**src/sv/mdrf_pkg.sv**
```systemverilog
// Package for the multichannel datagram ring FIFO.
// Holds sizes, status and operation codes, beat structs and pointer helpers.
// No dependencies.
package mdrf_pkg;

    localparam int CHANNELS   = 4;
    localparam int DESC_DEPTH = 256;
    localparam int DATA_DEPTH = 4096;

    localparam int CH_W    = 2;
    localparam int DATA_AW = $clog2(DATA_DEPTH);
    localparam int DESC_AW = $clog2(DESC_DEPTH);
    localparam int CNT_W   = $clog2(DATA_DEPTH + 1);
    localparam int DG_W    = $clog2(DESC_DEPTH + 1);
    localparam int SMP_W   = 16;
    localparam int STAT_W  = 2;
    localparam int BYTES_W = 14;
    localparam int HELD_DG_W  = 9;
    localparam int HELD_SMP_W = 13;

    localparam logic OP_PUSH = 1'b0;
    localparam logic OP_PULL = 1'b1;

    localparam logic [STAT_W-1:0] ST_OK    = 2'd0;
    localparam logic [STAT_W-1:0] ST_FULL  = 2'd1;
    localparam logic [STAT_W-1:0] ST_EMPTY = 2'd2;

    typedef struct packed {
        logic                    op;
        logic [CH_W-1:0]         chan;
        logic signed [SMP_W-1:0] sample;
        logic                    last;
    } t_in_item;

    typedef struct packed {
        logic [STAT_W-1:0]       status;
        logic signed [SMP_W-1:0] sample_out;
        logic                    datagram_end;
        logic [BYTES_W-1:0]      datagram_bytes;
        logic [HELD_DG_W-1:0]    datagrams_held;
        logic [HELD_SMP_W-1:0]   samples_held;
    } t_out_item;

    // Commands from controller to datapath
    typedef struct packed {
        logic capture;  // latch the accepted beat
        logic resolve;  // push or reject, register result
        logic read;     // launch ring reads for a pull
        logic finish;   // retire the pulled sample, register result
    } t_cmd;

    typedef struct packed {
        logic pull_ok;
    } t_stat;

    function automatic logic [DATA_AW-1:0] data_next(input logic [DATA_AW-1:0] p);
        data_next = (p == DATA_AW'(DATA_DEPTH - 1)) ? '0 : p + 1'b1;
    endfunction

    function automatic logic [DESC_AW-1:0] desc_next(input logic [DESC_AW-1:0] p);
        desc_next = (p == DESC_AW'(DESC_DEPTH - 1)) ? '0 : p + 1'b1;
    endfunction

endpackage

```
**src/sv/mdrf_ctrl.sv**
```systemverilog
// Controller for the multichannel datagram ring FIFO.
// Sequences accept, check, ring fetch and result strobe. Uses mdrf_pkg.
module mdrf_ctrl (
    input  logic           i_clk,
    input  logic           i_rst_n,
    input  logic           i_start,
    input  mdrf_pkg::t_stat i_stat,
    output mdrf_pkg::t_cmd  o_cmd,
    output logic           o_busy,
    output logic           o_strobe
);
    import mdrf_pkg::*;

    typedef enum logic [1:0] {
        S_IDLE,
        S_CHECK,
        S_FETCH
    } t_state;

    t_state r_state;
    logic   r_busy;
    logic   r_strobe;

    always_ff @(posedge i_clk) begin
        if (!i_rst_n) begin
            r_state  <= S_IDLE;
            r_busy   <= 1'b0;
            r_strobe <= 1'b0;
        end else begin
            r_strobe <= 1'b0;
            unique case (r_state)
                S_IDLE: begin
                    if (i_start && !r_busy) begin
                        r_state <= S_CHECK;
                        r_busy  <= 1'b1;
                    end
                end
                S_CHECK: begin
                    if (i_stat.pull_ok) begin
                        r_state <= S_FETCH;
                    end else begin
                        r_state  <= S_IDLE;
                        r_busy   <= 1'b0;
                        r_strobe <= 1'b1;
                    end
                end
                S_FETCH: begin
                    r_state  <= S_IDLE;
                    r_busy   <= 1'b0;
                    r_strobe <= 1'b1;
                end
                default: begin
                    r_state <= S_IDLE;
                    r_busy  <= 1'b0;
                end
            endcase
        end
    end

    always_comb begin
        o_cmd.capture = (r_state == S_IDLE) && i_start && !r_busy;
        o_cmd.resolve = (r_state == S_CHECK) && !i_stat.pull_ok;
        o_cmd.read    = (r_state == S_CHECK) && i_stat.pull_ok;
        o_cmd.finish  = (r_state == S_FETCH);
    end

    assign o_busy   = r_busy;
    assign o_strobe = r_strobe;

endmodule

```
**config.mk**
```make
export PLATFORM = sky130hd
export DESIGN_NAME = mdrf_ctrl
export DESIGN_NICKNAME = d
export VERILOG_FILES = /design/src/sv/mdrf_pkg.sv /design/src/sv/mdrf_ctrl.sv
export SDC_FILE = /design/constraint.sdc
export NUM_CORES = 1
export LEC_CHECK = 0
export BUFFER_PORTS_ARGS = -buffer_cell sky130_fd_sc_hd__buf_2
export CORE_AREA = 2 2 39 41
export CTS_CLUSTER_SIZE = 30
export DETAILED_ROUTE_END_ITERATION = 10
export DIE_AREA = 0 0 41 43
export GPL_TIMING_DRIVEN = 0
export PLACE_DENSITY = 0.38
export SKIP_LAST_GASP = 1
export SLEW_MARGIN = 20
export SYNTH_ARGS = -nofsm -noshare
export SYNTH_HDL_FRONTEND = slang
export SYNTH_SLANG_ARGS = --single-unit
```
**constraint.sdc**
```tcl
create_clock -name i_clk -period 1.1 [get_ports i_clk]
set_input_delay 0.165 -clock i_clk [delete_from_list [all_inputs] [get_ports i_clk]]
set_output_delay 0.165 -clock i_clk [all_outputs]
set_load 0.1 [all_outputs]
```
==> metrics.txt, run 1 <==
Synth Area in XOR/XNOR 0%; sequential share of power 25.6%; DR WL/cell around 8.5 um; via count just over 200; number of global-route vias before repair 181; post-synth net total 30; clk buf depth 2; most frequent cell after synthesis dfxtp_1; slew margin rel. 81.6%; initial antenna violation count 0; final setup margin -0.176 ns; Clock Skew 0.00566 ns; grt total ovfl 0; Worst Setup End Kind output port; Post-Synth Simple-Gate Area a little under a quarter; FF+latch area about 90 um2; maxcap violations 0; Clock Tree Root clkbuf_4; hold bufs inserted after CTS 0; clock network power share 29.0%; htree depth 1; Post-Synthesis Cells 23; crit-path max FO 3; Pint 424 uW; die height 43 um; Die X 41 um; Total Power 676 uW; power share of the combinational group 45.4%; Final Setup Violations 4; CORE AREA 0.00138 mm2; Sw Pwr 253 uW; Final Hold Fails 0; final core occ 34.9%; outcome complete, but fails checks; largest family of logic cells by synthesized area simple AND/OR/NAND/NOR gates; Hold Path Class in2reg; TritonCTS clock tree built; Multi-input gate area 180 um2; pre-CTS setup slack -0.243 ns; post-synth top area cell dfxtp_1; Synth Area in Compound Gates 13.7%; worst slew pin tran 0.278 ns; Clock Latency Late Sink 0.23 ns; ranking of synthesized cells by area dfxtp_1 (37%), ha_1 (17%), o211a_1 (9.1%), nor2b_4 (6.3%), nand2_1 (5.1%); Routed Antenna Nets 0; Slew Viols, Final 0; Total Routed Length 467 um; post-synthesis sequential area ratio between 30% and 40%; async set-reset flop share out of synthesis 0%; Crit path arrival time 1.11 ns; Crit Path Category reg2out; Tcrit/Tclk final 116%; Vias/cell roughly 3.7; I/O pins 10; mux cell area share after synthesis 4.57%; half-perimeter wire length after placement roughly 350 um; average size of a mapped cell 9.52 um2; Synth warnings 0; Synth top area share approximately 37%; ys flop type dfxtp_1; Yosys reg bits 4; Tot GR Track Use 7.04%; Diodes inserted 0; peak supply drop 0.000375 V; Initial Utilization 15.8%; Post-layout nets 47; Post-Syn Area 219 um2; CP startpoint kind flip-flop; CTS Buf Count 3; f_max 784 MHz; Critical Path RT 0.94 ns; first-pass GRT wire length about 730 um; EDFF count, synth 0; largest net degree at the start of global routing 6; layout cells sized above 1 between 70% and 80%; DRT iter0 DRCs 1; DRC 0; clock slew at reported path FFs 0.04 ns; drt first pass iters 2; Final Critical Period 1.28 ns; Synth top cells by count dfxtp_1 (4), ha_1 (3), nand2_1 (3); failing checks setup timing; Yosys cell types 14; P&R area growth vs syn 121%; PD cells roughly 1400 mW/mm2; routability cong. 0.668; Leak 0.229 nW; Synth Area in Adders 17.1%; clk sinks 4; filler cell count 148; switching share of power a little under two fifths; RSZ-0062 raised after global routing yes; Rows 14; die area 0.00176 mm2; # port buffers 9
==> per-layer routing <==
metal | wire (um) | global-route usage, % | part of all wire [%]
met5 | 0 | 0 | 0
met4 | 4 | 8.00 | 0.86
met3 | 35 | 4.71 | 7.5
met2 | 253 | 9.06 | 54
met1 | 173 | 6.45 | 37
==> cells by family (layout without fill, tap and decap cells) <==
kind of cell,Yosys count,after routing
flops,4,4
compound gates,4,4
mux,1,1
fa+ha+maj,3,3
simple gates,8,8
buf+inv,3,19
==> stage by stage <==
step	setup TNS, ns	hold slack, ns	cells	cell area (um2)
6_report	-0.639	0.178	55	483
5_1_grt	-0.844	0.194	55	483
4_1_cts	-0.612	0.177	54	454
3_5_place_dp	-0.605	0.426	48	318
3_3_place_gp	-0.571	0.424	48	318
2_1_floorplan	-0.296	0.296	23	253
==> power by group through the flow <==
stage	combinational (mW)	clock, mW	sequential, mW
after global placement	0.213	0	0.173
after CTS	0.279	0.207	0.173
after floorplan	0.147	0	0.209
final	0.307	0.196	0.173
after global routing	0.323	0.213	0.175
after detailed placement	0.213	0	0.173
==> cell usage in the layout (no fill, tap or decap) <==
cell and instances:
o21ai_0 1, nor2b_4 3, dfxtp_2 1, inv_4 3, buf_2 3, buf_12 5, ha_4 3, a21oi_1 1
clkbuf_4 3, buf_4 3, nand2_1 3, dfxtp_1 1, nor2_1 1, mux2i_1 1, clkbuf_1 1, and2_4 1
o211a_1 2, dfxtp_4 2, buf_6 1
==> what timing repair did <==
| item | CTS | global route |
|---|---|---|
| setup endpoints to repair | 6 | 5 |
| endpoints found under the hold margin | 0 | 0 |
| resized for setup | 25 | 2 |
| pin swaps | 2 | 3 |
| buffers inserted | 2 | 2 |
==> critical path: stages, from the launching register on <==
cell,delay [ns]
dfxtp_4,0.36
inv_4,0.08
ha_4,0.14
and2_4,0.14
buf_12,0.16
==> area by class of cell <==
type,instances,share of cell area [%]
Inverter,3,3.89
Multi-Input combinational cell,16,37.3
Clock buffer,4,5.44
Sequential cell,4,18.4
Timing Repair Buffer,12,30.8
Tap cell,16,4.15
==> registers in the layout (all words and copies together), names as in the netlist <==
| signal | count |
|---|---|
| r_state | 2 |
| o_strobe | 1 |
| o_busy | 1 |
==> final timing paths <==
| kind | start | slack, ns | cells after the start | endpoint |
|---|---|---|---|---|
| max reg2reg | r_state[0]$_SDFFE_PN0P_ | 0.06 | 5 | r_state[1]$_SDFFE_PN0P_ |
| max | r_state[0]$_SDFFE_PN0P_ | -0.18 | 4 | o_cmd[3] |
| min | i_start | 0.18 | 3 | o_busy$_SDFFE_PN0P_ |
| min reg2reg | o_busy$_SDFFE_PN0P_ | 0.50 | 2 | o_busy$_SDFFE_PN0P_ |
Power figures use the tool's default switching activity.
==> run 2: changes to the inputs <==
--- a/config.mk
+++ b/config.mk
@@ -12,6 +12,7 @@
 export DIE_AREA = 0 0 41 43
 export GPL_TIMING_DRIVEN = 0
 export PLACE_DENSITY = 0.38
+export REMOVE_ABC_BUFFERS = 1
 export SKIP_LAST_GASP = 1
 export SLEW_MARGIN = 20
 export SYNTH_ARGS = -nofsm -noshare
==> metrics.txt, run 2 (same netlist as run 1, synthesis figures left out) <==
Leak 0.217 nW (was 0.229 nW); DRT iter0 DRCs 2 (was 1); Clock Latency Late Sink 0.24 ns (was 0.23 ns); f_max 774 MHz (was 784 MHz); final std cells w/o fill 54 (was 55); largest net degree at the start of global routing 6 (unchanged); Tcrit/Tclk final 117% (was 116%); Final Hold Fails 0 (unchanged); grt total ovfl 0 (unchanged); worst r2r path cells 5 (unchanged); Total Routed Length 475 um (was 467 um); Routed Antenna Nets 0 (unchanged); first-pass GRT wire length 779 um (was 731 um); filler cell count 137 (was 148); outcome complete, but fails checks (unchanged); DRC 0 (unchanged); Multi-input gate area 165 um2 (was 180 um2); clock slew at reported path FFs 0.04 ns (about the same); half-perimeter wire length after placement 359 um (was 355 um); Inst Count DP 48 (unchanged); most frequent cells in the layout buf_12 (4), buf_4 (4), clkbuf_4 (3), buf_2 (3); PD cells 1440 mW/mm2 (was 1400 mW/mm2); routability cong. 0.734 (was 0.668); CP startpoint kind flip-flop (unchanged); Hold Path Class in2reg (unchanged); I/O pins 10 (unchanged); clk sinks 4 (unchanged); number of global-route vias before repair 182 (was 181); die height 43 um (unchanged); Critical Path RT 0.94 ns (about the same); Clock Tree Root clkbuf_4 (unchanged); Diodes inserted 0 (unchanged); Die X 41 um (unchanged); Crit Path Category reg2out (unchanged); maxcap violations 0 (unchanged); htree depth 1 (unchanged); Final Setup Violations 5 (was 4); Rows 14 (unchanged); TritonCTS clock tree built (unchanged); worst slew pin tran 0.277 ns (was 0.278 ns); initial antenna violation count 0 (unchanged); Initial Utilization 15.8% (unchanged); slew margin rel. 81.7% (was 81.6%); P&R area growth vs syn 105% (was 121%); failing checks setup timing (unchanged); clk buf depth 2 (unchanged); CTS Buf Count 3 (unchanged); Biggest register r_state (unchanged); Slew Viols, Final 0 (unchanged); Largest register FFs 2 (unchanged); crit-path max FO 3 (unchanged); layout cells sized above 1 71.1% (was 71.8%); Clock Skew 0.00506 ns (was 0.00566 ns); DR WL/cell 8.80 um (was 8.49 um); via count 211 (was 204); peak supply drop 0.000525 V (was 0.000375 V); Tot GR Track Use 7.52% (was 7.04%); Vias/cell 3.91 (was 3.71); FF+latch area 85.1 um2 (was 88.8 um2); Post-layout nets 47 (unchanged); final setup margin -0.192 ns (was -0.176 ns); # port buffers 9 (unchanged); Crit path arrival time 1.13 ns (was 1.11 ns); Total Power 647 uW (was 676 uW); Final Critical Period 1.29 ns (was 1.28 ns); WHS 0.171 ns (was 0.178 ns); hold path cells 3 (unchanged); drt first pass iters 2 (unchanged); CORE AREA 0.00138 mm2 (unchanged); die area 0.00176 mm2 (unchanged); Worst Setup End Kind output port (unchanged); RSZ-0062 raised after global routing yes (unchanged)
-- run 2: path summary, 6_finish.rpt --
kind / start / end / slack [ns]
setup / recovery: r_state[1]$_SDFFE_PN0P_ / o_cmd[2] / -0.19
hold / removal: i_start / o_busy$_SDFFE_PN0P_ / 0.17
setup reg to reg: r_state[1]$_SDFFE_PN0P_ / o_strobe$_SDFF_PN0_ / -0.01
hold reg to reg: r_state[1]$_SDFFE_PN0P_ / r_state[1]$_SDFFE_PN0P_ / 0.49
-- run 2: repair_timing --
action,4_1_cts,5_1_grt
hold buffers,0,0
setup endpoints to repair,6,8
pin swaps,2,1
buffers inserted,3,0
resized for setup,33,3
-- run 2: per-stage QoR --
stage,worst slack [ns],area (um2),setup TNS [ns],utilization (%)
floorplan,-1.09,219,-3.85,-
global placement,-0.226,284,-0.635,20.5
detailed placement,-0.241,284,-0.673,20.5
CTS,-0.195,443,-0.714,32.0
global route,-0.237,449,-0.986,32.5
finish,-0.192,449,-0.659,32.5
-- run 2: critical path, cell delays in order, from the launching register on --
cell and delay [ns]:
dfxtp_2 0.33, inv_4 0.08, ha_4 0.13, nor2b_4 0.16, buf_12 0.18
-- run 2: area by class of cell --
| cell class | instances | share of cell area [%] |
|---|---|---|
| Clock buffer | 3 | 5.01 |
| Inverter | 3 | 3.62 |
| Multi-Input combinational cell | 16 | 36.8 |
| Sequential cell | 4 | 18.9 |
| Tap cell | 16 | 4.46 |
| Timing Repair Buffer | 12 | 31.2 |
-- run 2: layer usage --
layer	track usage (%)	wire length, um	vias up
met1	8.65	191	94
met5	0	0	-
met3	7.85	58	3
met2	8.44	214	9
li1	-	-	105
met4	4.00	10	0
-- run 2: power breakdown --
group          switching [mW]  internal, mW
Clock                  0.0666         0.122
Sequential             0.0173         0.158
Combinational           0.169         0.113
